[config.mk]
export PLATFORM = sky130hd
export DESIGN_NAME = mmap_region_allocator_top
export DESIGN_NICKNAME = d
export VERILOG_FILES = /design/src/mra_pkg.sv /design/src/mra_table.sv /design/src/mra_cmp.sv /design/src/mra_seq.sv /design/src/mmap_region_allocator_top.sv
export SDC_FILE = /design/constraint.sdc
export NUM_CORES = 2
export LEC_CHECK = 0
export BUFFER_PORTS_ARGS = -buffer_cell sky130_fd_sc_hd__buf_2
export CAP_MARGIN = 20
export CORE_AREA = 3 3 339 592
export CTS_BUF_LIST = sky130_fd_sc_hd__clkbuf_4
export DETAILED_ROUTE_END_ITERATION = 12
export DIE_AREA = 0 0 342 595
export PLACE_DENSITY = 0.44
export SYNTH_ARGS = -nofsm -noshare
export SYNTH_HDL_FRONTEND = slang
export SYNTH_SLANG_ARGS = --single-unit
[constraint.sdc]
create_clock -name i_clk -period 6.3 [get_ports i_clk]
set_input_delay 0.315 -clock i_clk [delete_from_list [all_inputs] [get_ports i_clk]]
set_output_delay 0.315 -clock i_clk [all_outputs]
set_load 0.01 [all_outputs]
[src/mra_pkg.sv]
// Shared types and constants for the mapped-region allocator.
package mra_pkg;

    localparam int IN_TDATA_W  = 72;
    localparam int OUT_TDATA_W = 40;

    localparam logic [31:0] BASE_RESET = 32'h6000_0000;
    localparam logic [31:0] TOP_RESET  = 32'h8000_0000;

    // configuration register indexes
    localparam logic CFG_BASE = 1'b0;
    localparam logic CFG_TOP  = 1'b1;

    // request opcodes
    localparam logic OP_MAP   = 1'b0;
    localparam logic OP_UNMAP = 1'b1;

    typedef struct packed {
        logic        opcode;
        logic [31:0] address;
        logic [30:0] length;
        logic        fixed;
        logic        grows_up;
        logic        private_map;
        logic        shared_map;
        logic        anonymous;
        logic        file_present;
    } t_req;

    typedef struct packed {
        logic        ok;
        logic [31:0] region_start;
        logic [3:0]  slot_used;
    } t_result;

    // table write commands
    typedef struct packed {
        logic set;
        logic clr;
    } t_tbl_cmd;

    // kind of range test applied during a table scan
    typedef enum logic [1:0] {
        SCAN_UNMAP  = 2'd0,
        SCAN_FIXED  = 2'd1,
        SCAN_SEARCH = 2'd2
    } t_scan;

endpackage

[src/mra_table.sv]
// Region table: valid flops plus start/end memory with one registered read port.
module mra_table
    import mra_pkg::*;
#(
    parameter int SLOTS = 16,
    localparam int IDX_W = (SLOTS > 1) ? $clog2(SLOTS) : 1
) (
    input  logic              i_clk,
    input  logic              i_rst_n,
    input  t_tbl_cmd          i_cmd,
    input  logic [IDX_W-1:0]  i_wr_addr,
    input  logic [31:0]       i_wr_start,
    input  logic [31:0]       i_wr_end,
    input  logic [IDX_W-1:0]  i_rd_addr,
    output logic              o_rd_valid,
    output logic [31:0]       o_rd_start,
    output logic [31:0]       o_rd_end
);

    logic [SLOTS-1:0] r_valid;
    logic [31:0]      r_mem_start [SLOTS];
    logic [31:0]      r_mem_end   [SLOTS];

    always_ff @(posedge i_clk) begin
        if (!i_rst_n) begin
            r_valid <= '0;
        end else if (i_cmd.set) begin
            r_valid[i_wr_addr] <= 1'b1;
        end else if (i_cmd.clr) begin
            r_valid[i_wr_addr] <= 1'b0;
        end
    end

    always_ff @(posedge i_clk) begin
        if (i_cmd.set) begin
            r_mem_start[i_wr_addr] <= i_wr_start;
            r_mem_end[i_wr_addr]   <= i_wr_end;
        end
    end

    always_ff @(posedge i_clk) begin
        if (!i_rst_n) begin
            o_rd_valid <= 1'b0;
        end else begin
            o_rd_valid <= r_valid[i_rd_addr];
        end
        o_rd_start <= r_mem_start[i_rd_addr];
        o_rd_end   <= r_mem_end[i_rd_addr];
    end

endmodule

[src/mra_cmp.sv]
// Shared range compare unit applied to one table entry per scan step.
module mra_cmp
    import mra_pkg::*;
(
    input  t_scan        i_kind,
    input  logic         i_valid,
    input  logic [31:0]  i_start,
    input  logic [31:0]  i_end,
    input  logic [31:0]  i_a,
    input  logic [31:0]  i_e,
    output logic         o_hit
);

    logic start_in;
    logic end_in;
    logic covers;
    logic contains;

    always_comb begin
        start_in = (i_start >= i_a) && (i_start < i_e);
        end_in   = (i_end > i_a) && (i_end <= i_e);
        covers   = (i_start <= i_a) && (i_end > i_e);
        contains = (i_start <= i_a) && (i_end > i_a);
        unique case (i_kind)
            SCAN_UNMAP:  o_hit = i_valid && contains;
            SCAN_FIXED:  o_hit = i_valid && (start_in || end_in || covers);
            SCAN_SEARCH: o_hit = i_valid && start_in;
            default:     o_hit = 1'b0;
        endcase
    end

endmodule

[src/mra_seq.sv]
// Request sequencer: drives the table scans, end rounding and result.
module mra_seq
    import mra_pkg::*;
#(
    parameter int SLOTS      = 16,
    parameter int PAGE_BYTES = 4096,
    localparam int IDX_W = (SLOTS > 1) ? $clog2(SLOTS) : 1,
    localparam int TRY_W = $clog2(SLOTS + 1)
) (
    input  logic              i_clk,
    input  logic              i_rst_n,
    input  logic              i_valid,
    output logic              o_ready,
    input  t_req              i_req,
    input  logic [31:0]       i_base,
    input  logic [31:0]       i_top,
    input  logic              i_out_free,
    output logic              o_done,
    output t_result           o_res
);

    localparam logic [31:0]      PG_MASK  = 32'(PAGE_BYTES - 1);
    localparam logic [31:0]      PG_GROW  = 32'(2 * PAGE_BYTES - 1);
    localparam logic [IDX_W-1:0] LAST_IDX = IDX_W'(SLOTS - 1);
    localparam logic [TRY_W-1:0] MAX_TRY  = TRY_W'(SLOTS);

    typedef enum logic [12:0] {
        S_IDLE     = 13'b0000000000001,
        S_PRE      = 13'b0000000000010,
        S_FREE_RD  = 13'b0000000000100,
        S_FREE_CMP = 13'b0000000001000,
        S_FIX_CHK  = 13'b0000000010000,
        S_SUM      = 13'b0000000100000,
        S_ROUND    = 13'b0000001000000,
        S_END_CHK  = 13'b0000010000000,
        S_SCAN_RD  = 13'b0000100000000,
        S_SCAN_CMP = 13'b0001000000000,
        S_CLEAR    = 13'b0010000000000,
        S_WRITE    = 13'b0100000000000,
        S_DONE     = 13'b1000000000000
    } t_state;

    t_state            r_state, n_state;
    t_req              r_req, n_req;
    logic [31:0]       r_a, n_a;
    logic [31:0]       r_e, n_e;
    logic [IDX_W-1:0]  r_idx, n_idx;
    logic [IDX_W-1:0]  r_slot, n_slot;
    logic [TRY_W-1:0]  r_tries, n_tries;
    logic              r_ok, n_ok;

    t_scan             kind;
    t_tbl_cmd          tbl_cmd;
    logic              rd_valid;
    logic [31:0]       rd_start;
    logic [31:0]       rd_end;
    logic              hit;
    logic [IDX_W+3:0]  slot_ext;

    assign kind = (r_req.opcode == OP_UNMAP) ? SCAN_UNMAP :
                  (r_req.fixed ? SCAN_FIXED : SCAN_SEARCH);

    assign tbl_cmd.set = (r_state == S_WRITE);
    assign tbl_cmd.clr = (r_state == S_CLEAR);

    mra_table #(.SLOTS(SLOTS)) u_table (
        .i_clk      (i_clk),
        .i_rst_n    (i_rst_n),
        .i_cmd      (tbl_cmd),
        .i_wr_addr  (r_slot),
        .i_wr_start (r_a),
        .i_wr_end   (r_e),
        .i_rd_addr  (r_idx),
        .o_rd_valid (rd_valid),
        .o_rd_start (rd_start),
        .o_rd_end   (rd_end)
    );

    mra_cmp u_cmp (
        .i_kind  (kind),
        .i_valid (rd_valid),
        .i_start (rd_start),
        .i_end   (rd_end),
        .i_a     (r_a),
        .i_e     (r_e),
        .o_hit   (hit)
    );

    always_comb begin
        n_state = r_state;
        n_req   = r_req;
        n_a     = r_a;
        n_e     = r_e;
        n_idx   = r_idx;
        n_slot  = r_slot;
        n_tries = r_tries;
        n_ok    = r_ok;
        unique case (r_state)
            S_IDLE: begin
                if (i_valid) begin
                    n_req   = i_req;
                    n_state = S_PRE;
                end
            end
            S_PRE: begin
                n_idx   = '0;
                n_tries = '0;
                n_a     = r_req.address;
                n_ok    = 1'b0;
                if (r_req.opcode == OP_UNMAP) begin
                    if (r_req.length == '0 || r_req.address < i_base ||
                        r_req.address >= i_top) begin
                        n_state = S_DONE;
                    end else begin
                        n_state = S_SCAN_RD;
                    end
                end else if (r_req.length == '0 ||
                             r_req.private_map == r_req.shared_map ||
                             (!r_req.anonymous && !r_req.file_present)) begin
                    n_state = S_DONE;
                end else begin
                    n_state = S_FREE_RD;
                end
            end
            S_FREE_RD: begin
                n_state = S_FREE_CMP;
            end
            S_FREE_CMP: begin
                if (!rd_valid) begin
                    n_slot = r_idx;
                    if (r_req.fixed) begin
                        n_state = S_FIX_CHK;
                    end else begin
                        n_a     = i_base;
                        n_state = S_SUM;
                    end
                end else if (r_idx == LAST_IDX) begin
                    n_state = S_DONE;
                end else begin
                    n_idx   = r_idx + 1'b1;
                    n_state = S_FREE_RD;
                end
            end
            S_FIX_CHK: begin
                if (i_base > r_a || i_top <= r_a) begin
                    n_state = S_DONE;
                end else begin
                    n_state = S_SUM;
                end
            end
            S_SUM: begin
                n_e     = r_a + {1'b0, r_req.length};
                n_state = S_ROUND;
            end
            S_ROUND: begin
                // round up to a page; the guard page folds into the same add
                n_e     = (r_e + (r_req.grows_up ? PG_GROW : PG_MASK)) & ~PG_MASK;
                n_state = S_END_CHK;
            end
            S_END_CHK: begin
                n_idx = '0;
                if (r_e >= i_top) begin
                    n_state = S_DONE;
                end else begin
                    n_state = S_SCAN_RD;
                end
            end
            S_SCAN_RD: begin
                n_state = S_SCAN_CMP;
            end
            S_SCAN_CMP: begin
                if (hit) begin
                    unique case (kind)
                        SCAN_UNMAP: begin
                            n_slot  = r_idx;
                            n_state = S_CLEAR;
                        end
                        SCAN_SEARCH: begin
                            if (r_tries == MAX_TRY) begin
                                n_state = S_DONE;
                            end else begin
                                // move the candidate past the blocking region
                                n_tries = r_tries + 1'b1;
                                n_a     = rd_end;
                                n_state = S_SUM;
                            end
                        end
                        default: n_state = S_DONE;
                    endcase
                end else if (r_idx == LAST_IDX) begin
                    n_state = (kind == SCAN_UNMAP) ? S_DONE : S_WRITE;
                end else begin
                    n_idx   = r_idx + 1'b1;
                    n_state = S_SCAN_RD;
                end
            end
            S_CLEAR: begin
                n_ok    = 1'b1;
                n_state = S_DONE;
            end
            S_WRITE: begin
                n_ok    = 1'b1;
                n_state = S_DONE;
            end
            S_DONE: begin
                if (i_out_free) begin
                    n_state = S_IDLE;
                end
            end
            default: n_state = S_IDLE;
        endcase
    end

    always_ff @(posedge i_clk) begin
        if (!i_rst_n) begin
            r_state <= S_IDLE;
            r_ok    <= 1'b0;
        end else begin
            r_state <= n_state;
            r_ok    <= n_ok;
        end
        r_req   <= n_req;
        r_a     <= n_a;
        r_e     <= n_e;
        r_idx   <= n_idx;
        r_slot  <= n_slot;
        r_tries <= n_tries;
    end

    assign slot_ext = {4'b0, r_slot};

    assign o_ready             = (r_state == S_IDLE);
    assign o_done              = (r_state == S_DONE) && i_out_free;
    assign o_res.ok            = r_ok;
    assign o_res.region_start  = (r_ok && r_req.opcode == OP_MAP) ? r_a : 32'd0;
    assign o_res.slot_used     = r_ok ? slot_ext[3:0] : 4'd0;

endmodule

[src/mmap_region_allocator_top.sv]
// Top level of the mapped-region allocator: ports, configuration and result register.
//
// Requests enter on the s_axis channel, one transaction per map or unmap request;
// every request yields exactly one result transaction on m_axis (tuser = ok).
// region_base and region_top are written through the cfg channel (index 0 and 1),
// which is always ready and must only be used while no request is in flight.
// A request is processed by one sequencer that walks the slot table through a
// single registered read port and one shared compare unit, with a read state and
// a compare state per slot. An unmap scans up to the first matching slot; a map
// first looks for a free slot, then scans the table for a conflict, and each
// candidate move of a search request repeats that scan, up to SLOTS moves.
// s_axis_tready is high only while the sequencer is idle: one request at a time.
// The result waits in an output register; while the receiver stalls, the next
// request is accepted and runs up to its result, which then waits for the slot.
// Reset (synchronous, active low) empties the table, restores both limits and
// drops any pending result.
module mmap_region_allocator_top
    import mra_pkg::*;
#(
    parameter int SLOTS      = 16,
    parameter int PAGE_BYTES = 4096
) (
    input  logic                   i_clk,
    input  logic                   i_rst_n,
    input  logic                   s_axis_tvalid,
    output logic                   s_axis_tready,
    // address[31:0], length[62:32], fixed[63], grows_up[64], private_map[65],
    // shared_map[66], anonymous[67], file_present[68], zero[71:69]
    input  logic [IN_TDATA_W-1:0]  s_axis_tdata,
    // opcode[0]
    input  logic                   s_axis_tuser,
    output logic                   m_axis_tvalid,
    input  logic                   m_axis_tready,
    // region_start[31:0], slot_used[35:32], zero[39:36]
    output logic [OUT_TDATA_W-1:0] m_axis_tdata,
    // ok[0]
    output logic                   m_axis_tuser,
    input  logic                   i_cfg_valid,
    output logic                   o_cfg_ready,
    input  logic                   i_cfg_addr,
    input  logic [31:0]            i_cfg_data
);

    logic [31:0] r_base;
    logic [31:0] r_top;
    logic        r_out_valid;
    t_result     r_out;

    t_req        req;
    t_result     res;
    logic        done;
    logic        out_free;

    assign req.opcode       = s_axis_tuser;
    assign req.address      = s_axis_tdata[31:0];
    assign req.length       = s_axis_tdata[62:32];
    assign req.fixed        = s_axis_tdata[63];
    assign req.grows_up     = s_axis_tdata[64];
    assign req.private_map  = s_axis_tdata[65];
    assign req.shared_map   = s_axis_tdata[66];
    assign req.anonymous    = s_axis_tdata[67];
    assign req.file_present = s_axis_tdata[68];

    assign o_cfg_ready = 1'b1;

    always_ff @(posedge i_clk) begin
        if (!i_rst_n) begin
            r_base <= BASE_RESET;
            r_top  <= TOP_RESET;
        end else if (i_cfg_valid) begin
            unique case (i_cfg_addr)
                CFG_BASE: r_base <= i_cfg_data;
                CFG_TOP:  r_top  <= i_cfg_data;
                default:  r_base <= r_base;
            endcase
        end
    end

    assign out_free = !r_out_valid || m_axis_tready;

    mra_seq #(
        .SLOTS      (SLOTS),
        .PAGE_BYTES (PAGE_BYTES)
    ) u_seq (
        .i_clk      (i_clk),
        .i_rst_n    (i_rst_n),
        .i_valid    (s_axis_tvalid),
        .o_ready    (s_axis_tready),
        .i_req      (req),
        .i_base     (r_base),
        .i_top      (r_top),
        .i_out_free (out_free),
        .o_done     (done),
        .o_res      (res)
    );

    always_ff @(posedge i_clk) begin
        if (!i_rst_n) begin
            r_out_valid <= 1'b0;
        end else if (done) begin
            r_out_valid <= 1'b1;
        end else if (m_axis_tready) begin
            r_out_valid <= 1'b0;
        end
        if (done) begin
            r_out <= res;
        end
    end

    assign m_axis_tvalid = r_out_valid;
    assign m_axis_tuser  = r_out.ok;
    assign m_axis_tdata  = {4'b0, r_out.slot_used, r_out.region_start};

endmodule

=== After elaboration in Yosys (flattened, before gate mapping) ===
Memories as Yosys holds them, arrays and structs flattened. A register that Yosys moved wholly into a read port is not among the register bits.
Index checks and enable logic that the tools add are counted.

* Add/sub/neg operators: 4
* $lt $le $gt $ge: 14
* Equal/unequal tests: 28
* Mux-type cells: 50
* Bitwise gates (word level): 5
* Reduce and logical (&&, ||, !) cells: 42

{| class="wikitable"
|+ Operator list
! operator !! number
|-
| $mux 13 || 14
|-
| $mux 32 || 5
|-
| $pmux 13 s12 || 1
|-
| $ge 32x32->1 || 3
|-
| $gt 32x32->1 || 3
|-
| $le 32x32->1 || 3
|-
| $pmux 32 s3 || 1
|-
| $lt 32x32->1 || 2
|-
| $pmux 32 s2 || 1
|-
| $add 32x31->32 || 1
|-
| $add 32x32->32 || 1
|-
| $mux 16 || 2
|-
| $logic_not 31->1 || 1
|-
| $pmux 13 s2 || 1
|-
| $mux 4 || 6
|-
| $and 16x16->16 || 1
|-
| $not 16->16 || 1
|-
| $or 16x16->16 || 1
|-
| $mux 5 || 3
|-
| $ne 2x2->1 const B || 7
|-
| $eq 13x1->1 const B || 1
|-
| $eq 13x10->1 const B || 1
|-
| $eq 13x11->1 const B || 1
|-
| $eq 13x12->1 const B || 1
|-
| 41 further kinds || 81
|}

* Bits in registers: 280
* RAM bits: 1024
* Bits of input ports: 111
* Output and inout port bits: 44
* Logic and storage cells: 169
* Memories kept: 2

{| class="wikitable"
|+ Memories
! memory !! depth !! width !! read ports !! clocked after memory_dff !! wr ports !! line !! source
|-
| u_seq.u_table.r_mem_end || 16 || 32 || 1 || 1 || 1 || mra_table.sv:22 || <nowiki>logic [31:0] r_mem_end [SLOTS];</nowiki>
|-
| u_seq.u_table.r_mem_start || 16 || 32 || 1 || 1 || 1 || mra_table.sv:21 || <nowiki>logic [31:0] r_mem_start [SLOTS];</nowiki>
|}

=== Longest topological paths before layout ===
* Word-level depth: 8
* Mapped depth: 12
* Gate-level depth less buffers: 12

=== Hierarchy ===
Synthesis repeated with hierarchy kept, for this count alone.

* Cell total of the unflattened synthesis: 3640
* Area, all modules: 59183.0 um^2

{| class="wikitable"
|+ Modules (own cells, without submodules)
! module !! instances !! cells an instance !! area each (um^2) !! sequential area each (um^2)
|-
| mra_table || 1 || 1724 || 40368.7 || 32371.0
|-
| mra_seq || 1 || 1224 || 12095.4 || 4694.5
|-
| mmap_region_allocator_top || 1 || 296 || 3663.5 || 2412.3
|-
| mra_cmp || 1 || 396 || 3055.4 || 0.0
|}

=== Worst setup path after synthesis ===
No wires, ideal clock.

* Path kind: reg2reg
* From: reg u_seq.r_e[14]
* To: reg u_seq.r_a[0], enable pin
* Setup time: 0.470 ns
* Arrival time: 4.900 ns
* Data required time: 5.830 ns
* Slack: 0.930 ns
* Stages on the path, launching flop included: 12
* Path buffers: 0
* Period minus slack after synthesis: 5.370 ns
* Cells stage by stage: edfxtp_1 > inv_1 > ha_1 > a21oi_1 > nand2_1 > a221o_1 > or3_1 > a21oi_1 > o2111ai_1 > o211ai_1 > a21oi_1 > a211oi_1

* Longest elaborated chain between the ends: 8
* Elaborated cells on any way between the ends: 13
* Classes of those cells: 3 x order compare; 1 x eq/ne; 1 x mux; 8 x reduce/logical

{| class="wikitable"
|+ RTL lines
! element !! line !! source
|-
| start, declared || mra_seq.sv:46 || <nowiki>logic [31:0] r_e, n_e;</nowiki>
|-
| start signal, assigned || mra_seq.sv:224 || <nowiki>r_e <= n_e;</nowiki>
|-
| $lt 32x32->1 / $le 32x32->1 (equally long branches) || mra_cmp.sv:20, mra_cmp.sv:21 ||
|-
| $logic_and 1x1->1, on equally long branches || mra_cmp.sv:20, mra_cmp.sv:21 ||
|-
| $logic_or 1x1->1 (2 in series) || mra_cmp.sv:26 || <nowiki>SCAN_FIXED: o_hit = i_valid && (start_in || end_in || covers);</nowiki>
|-
| $logic_and 1x1->1 || mra_cmp.sv:26 ||
|-
| $pmux 1 s3 (*) || mra_cmp.sv:24 || <nowiki>unique case (i_kind)</nowiki>
|-
| $ne 2x1->1 (no line) (*) || - ||
|-
| $reduce_and 6->1 (no line) (*) || - ||
|-
| end signal, assigned || mra_seq.sv:223 || <nowiki>r_a <= n_a;</nowiki>
|-
| end, declared || mra_seq.sv:45 || <nowiki>logic [31:0] r_a, n_a;</nowiki>
|}

Mark *: on every way between the ends. The rest lies on a longest branch, timed or not.
A chain may end at the register's enable or synchronous reset.

=== Worst setup path in the final report ===
* From: reg u_seq.r_a[15]
* To: reg u_seq.r_a[9], enable pin

* Longest elaborated chain between the ends: 8
* Elaborated cells on any way between the ends: 15
* Classes of those cells: 3 x order compare; 1 x eq/ne; 1 x mux; 10 x reduce/logical

{| class="wikitable"
|+ RTL lines
! element !! line
|-
| $ge 32x32->1 / $gt 32x32->1 (equally long branches) || mra_cmp.sv:20, mra_cmp.sv:21, mra_cmp.sv:23
|-
| $logic_and 1x1->1, on equally long branches || mra_cmp.sv:20, mra_cmp.sv:21
|-
| $logic_or 1x1->1 (2 in series) || mra_cmp.sv:26
|-
| $logic_and 1x1->1 || mra_cmp.sv:26
|-
| $pmux 1 s3 (*) || mra_cmp.sv:24
|-
| $ne 2x1->1 (no line) (*) || -
|-
| $reduce_and 6->1 (no line) (*) || -
|}

Marked as above.

==> metrics.yaml <==
grt:
  grt.overflow.total: 0
  global_route_wire_length_before_repair_um: 269000
  first_global_vias: 36968
  grtUsageTotal_pct: 18.6
  antenna_violations_before_repair: 13
  largest_net_degree_at_the_start_of_global_routing: 127
cells_and_area:
  layout-area-overhead-vs-synth_pct: 19.1
  n_fill_cell: 18910
  most_used_cells_in_the_layout_excluding_fill_and_tap_cells: "sky130_fd_sc_hd__edfxtp_1 (1208), sky130_fd_sc_hd__clkbuf_4 (537), sky130_fd_sc_hd__mux4_2 (325), sky130_fd_sc_hd__ha_1 (321), sky130_fd_sc_hd__nand2_1 (291)"
  final_nets: 4627
  multiInputGateArea_um2: 18400
  drive_above_1_share_pct: 26.0
  design_area_um2: 70000
  regArea_um2: 39500
  mostFrequentLayoutCell: "sky130_fd_sc_hd__edfxtp_1"
detailed_routing:
  routedWlPerCell_um: 26.9
  drt.antenna.violating_nets: 0
  drt_drc_violations_left: 0
  first_iter_violations: 2326
  detailed_routing_iterations_pass_1: 5
  avgViaCountPerCell: 4.95
  detailroute.via_count: 35040
  routed_wl_um: 190000
timing:
  worst_hold_slack_ps: 331
  final_hold_viol_count: 0
  final.setup_skew_ps: 93.4
  final_max_tran_viols: 0
  worst_slack_ps: 1590
  worst_pin_slew_ps: 1090
  final-setup-viol-count: 0
  finalCriticalPeriod_ps: 4710
  setup_tns_ps: 0
  timing.max_slew.rel_slack_pct: 27.1
  rsz0062_at_grt: "false"
  clock.fmax_mhz: 212
  min_period_over_period_pct: 74.8
critical_path:
  crit_start: "u_seq.r_a[15]$_DFFE_PP_"
  worst_setup_path_start_kind: "register"
  cpMaxStageDelayCell: "sky130_fd_sc_hd__edfxtp_1"
  critPathRequiredTime_ps: 7110
  cp_cell_sequence: "inv_1 > ha_1 > nand4_1 > nor4_1 > o21ai_0 > o211ai_1 > a221o_1 > a21boi_0 > o211ai_1 > a21oi_1 > a211oi_4 > buf_4"
  cpLargestDelayFamily: "compound AO/OA/AOI/OAI gates"
  worstPathArrival_ps: 5520
  r2r-end: "u_seq.r_a[9]$_DFFE_PP_"
  critical_path.endpoint_type: "register"
  r2r.worst_path.cells: 12
  worstPathMaxFanout: 19
  cp.buffers_inverters: 2
  worst_r2r_startpoint: "u_seq.r_a[15]$_DFFE_PP_"
  critical_path_class: "register to register"
  regToRegSetupSlack_ps: 1590
  delay_contributed_by_the_slowest_stage_of_the_critical_path_ps: 940
  critPathMostFrequentCell: "sky130_fd_sc_hd__o211ai_1"
power:
  cellPowerDensity_nw_per_um2: 266
  leakagePower_nw: 24.2
  cellInternalPower_mw: 14.4
  irDropWorstVdd_uv: 115
  pwr-share-seq_pct: 53.6
  power.share.switching_pct: 22.9
  power.combinational.fraction_pct: 4.2
  clock_power_share_pct: 42.2
  p_switching_mw: 4.26
placed_design:
  detailedPlacementHpwl_um: 125000
  place.port_buffers: 146
  place_worst_setup_slack_ps: 1670
  detailed_place.area_um2: 63200
  finalWeightedCongestion: 0.872
yosys:
  postSynthAreaPerCell_um2: 16.7
  synth-seq-cells: 1368
  synthTopCellsByArea: "sky130_fd_sc_hd__edfxtp_1 (62%), sky130_fd_sc_hd__mux4_2 (12%), sky130_fd_sc_hd__ha_1 (6.8%)"
  synth_top_cell_by_area: "sky130_fd_sc_hd__edfxtp_1"
  async_flop_share_pct: 0
  postSynth.topFlopCell: "sky130_fd_sc_hd__edfxtp_1"
  synth_enable_flop_cells: 1208
  yosys_warnings: 0
  syn_inst: 3526
  mappedNetlistArea_um2: 58800
  synthDistinctLibCells: 76
  synth_largest_type_area_fraction_pct: 61.7
  seq_area_frac_synth_pct: 67.1
clock_network:
  post-cts-setup-buffers: 0
  worstSkewPairLatency_ps: 1180
  clk_root_buffer_cell: "sky130_fd_sc_hd__clkbuf_4"
  clock_transition_at_the_registers_of_the_reported_paths_ps: 70
  clock_sinks: 1368
  clock_tree.htree_level_count: 5
  cts_max_path_buffers: 4
  cts-buffers-inserted: 349
  clock_tree_from_tritoncts: "yes"
floorplan:
  die_width_um: 342
  placeableCoreArea_um2: 196000
  die_area_um2: 203000
  initial_standard_cell_utilization_of_the_core_pct: 30.0
  fp-row-count: 215
  ioPinCount: 155
  die_outline_height_um: 595
min_path:
  worst_hold_path.endpoint: "u_seq.r_state[0]$_SDFFE_PN1P_"
  worstHoldStart: "i_rst_n"
  hold_depth: 3
  kind_of_path_behind_the_tightest_hold_check: "primary input to register"
outcome:
  status: "finished, final reports clean"
run:
  maxCapViolCount: 0
-- cell usage after synthesis, types with 27 or more instances --
cell / count
sky130_fd_sc_hd__edfxtp_1: 1208
sky130_fd_sc_hd__mux4_2: 325
sky130_fd_sc_hd__ha_1: 321
sky130_fd_sc_hd__nand2_1: 292
sky130_fd_sc_hd__a21oi_1: 182
sky130_fd_sc_hd__dfxtp_1: 160
sky130_fd_sc_hd__inv_1: 148
sky130_fd_sc_hd__nor2_1: 97
sky130_fd_sc_hd__clkbuf_1: 94
sky130_fd_sc_hd__o21ai_0: 85
sky130_fd_sc_hd__nand4_1: 55
sky130_fd_sc_hd__and2_1: 44
sky130_fd_sc_hd__nand3_1: 44
sky130_fd_sc_hd__o21a_1: 41
sky130_fd_sc_hd__a21o_1: 33
sky130_fd_sc_hd__a22oi_1: 32
sky130_fd_sc_hd__xnor2_1: 31
sky130_fd_sc_hd__nand2b_1: 28
sky130_fd_sc_hd__nor4_1: 28
sky130_fd_sc_hd__buf_1: 27
-- power by group through the flow --
stage | clock (mW) | sequential, mW | combinational (mW)
detailed placement | 0 | 10.2 | 0.675
floorplan | 0 | 10.1 | 0.448
finish | 7.86 | 9.98 | 0.786
global route | 8.63 | 9.97 | 0.875
CTS | 8.18 | 9.98 | 0.787
global placement | 0 | 10.2 | 0.668
-- metal layers --
metal | global-route usage, % | routed length, µm
met1 | 21.9 | 74500
met3 | 2.66 | 7590
met5 | 0 | 13
met4 | 5.82 | 5360
met2 | 34.5 | 103000
-- area by class of cell --
class / count / share of cell area, %
Antenna cell: 10 / 0.0357
Clock buffer: 537 / 5.76
Clock inverter: 87 / 0.776
Inverter: 149 / 0.802
Multi-Input combinational cell: 1881 / 26.3
Sequential cell: 1368 / 56.4
Tap cell: 2604 / 4.65
Timing Repair Buffer: 445 / 5.26
-- state kept, by name (all words and copies together) (netlist names), 4 cells and up, named ones only --
register and flops:
u_seq.r_req 70, u_seq.r_tries 5, u_seq.r_state 13, u_seq.u_table.o_rd_end 32, u_seq.r_e 32, u_seq.u_table.o_rd_start 32
u_seq.r_idx 4, u_seq.u_table.r_mem_end 512, r_base 32, r_top 32, m_axis_tdata 36, u_seq.r_a 32
u_seq.u_table.r_mem_start 512, u_seq.r_slot 4
-- cells by family (layout without fill, tap and decap cells) --
logic type,after synthesis,after routing,synth area share (%)
adder cells (fa/ha/maj),322,322,6.86
multiplexers,326,326,12.5
AO/OA/AOI/OAI,495,495,5.35
XOR/XNOR,42,42,0.626
other,2,15,0.0128
AND/OR/NAND/NOR,691,691,5.70
buffers and inverters,280,1218,1.85
flip-flops,1368,1368,67.1
-- worst max path at each step --
stage	depth (start not counted)	to
finish	12	u_seq.r_a[9]$_DFFE_PP_
floorplan	11	u_seq.r_a[0]$_DFFE_PP_
CTS	12	u_seq.r_a[8]$_DFFE_PP_
global route	12	u_seq.r_a[9]$_DFFE_PP_
detailed placement	12	u_seq.r_a[27]$_DFFE_PP_
global placement	12	u_seq.r_a[3]$_DFFE_PP_
-- through the flow --
stage | cells | total power [mW] | util [%]
2_1_floorplan | 3529 | 10.5 | -
3_3_place_gp | 6224 | 10.8 | 32.2
3_5_place_dp | 6224 | 10.9 | 32.2
4_1_cts | 7071 | 18.9 | 35.7
5_1_grt | 7079 | 19.5 | 35.7
6_report | 7081 | 18.6 | 35.7
-- worst register-to-register path, cell delays in order (launching register included) --
cell,delay [ps]
sky130_fd_sc_hd__edfxtp_1,940
sky130_fd_sc_hd__inv_1,330
sky130_fd_sc_hd__ha_1,400
sky130_fd_sc_hd__nand4_1,130
sky130_fd_sc_hd__nor4_1,560
sky130_fd_sc_hd__o21ai_0,220
sky130_fd_sc_hd__o211ai_1,260
sky130_fd_sc_hd__a221o_1,260
sky130_fd_sc_hd__a21boi_0,110
sky130_fd_sc_hd__o211ai_1,440
sky130_fd_sc_hd__a21oi_1,190
sky130_fd_sc_hd__a211oi_4,200
sky130_fd_sc_hd__buf_4,290
-- timing repair --
action                    in CTS  in global routing
gates resized for setup        0                  0
hold endpoints to repair     196                  0
hold buffers                 223                  0
(Power assumes the default switching activity.)
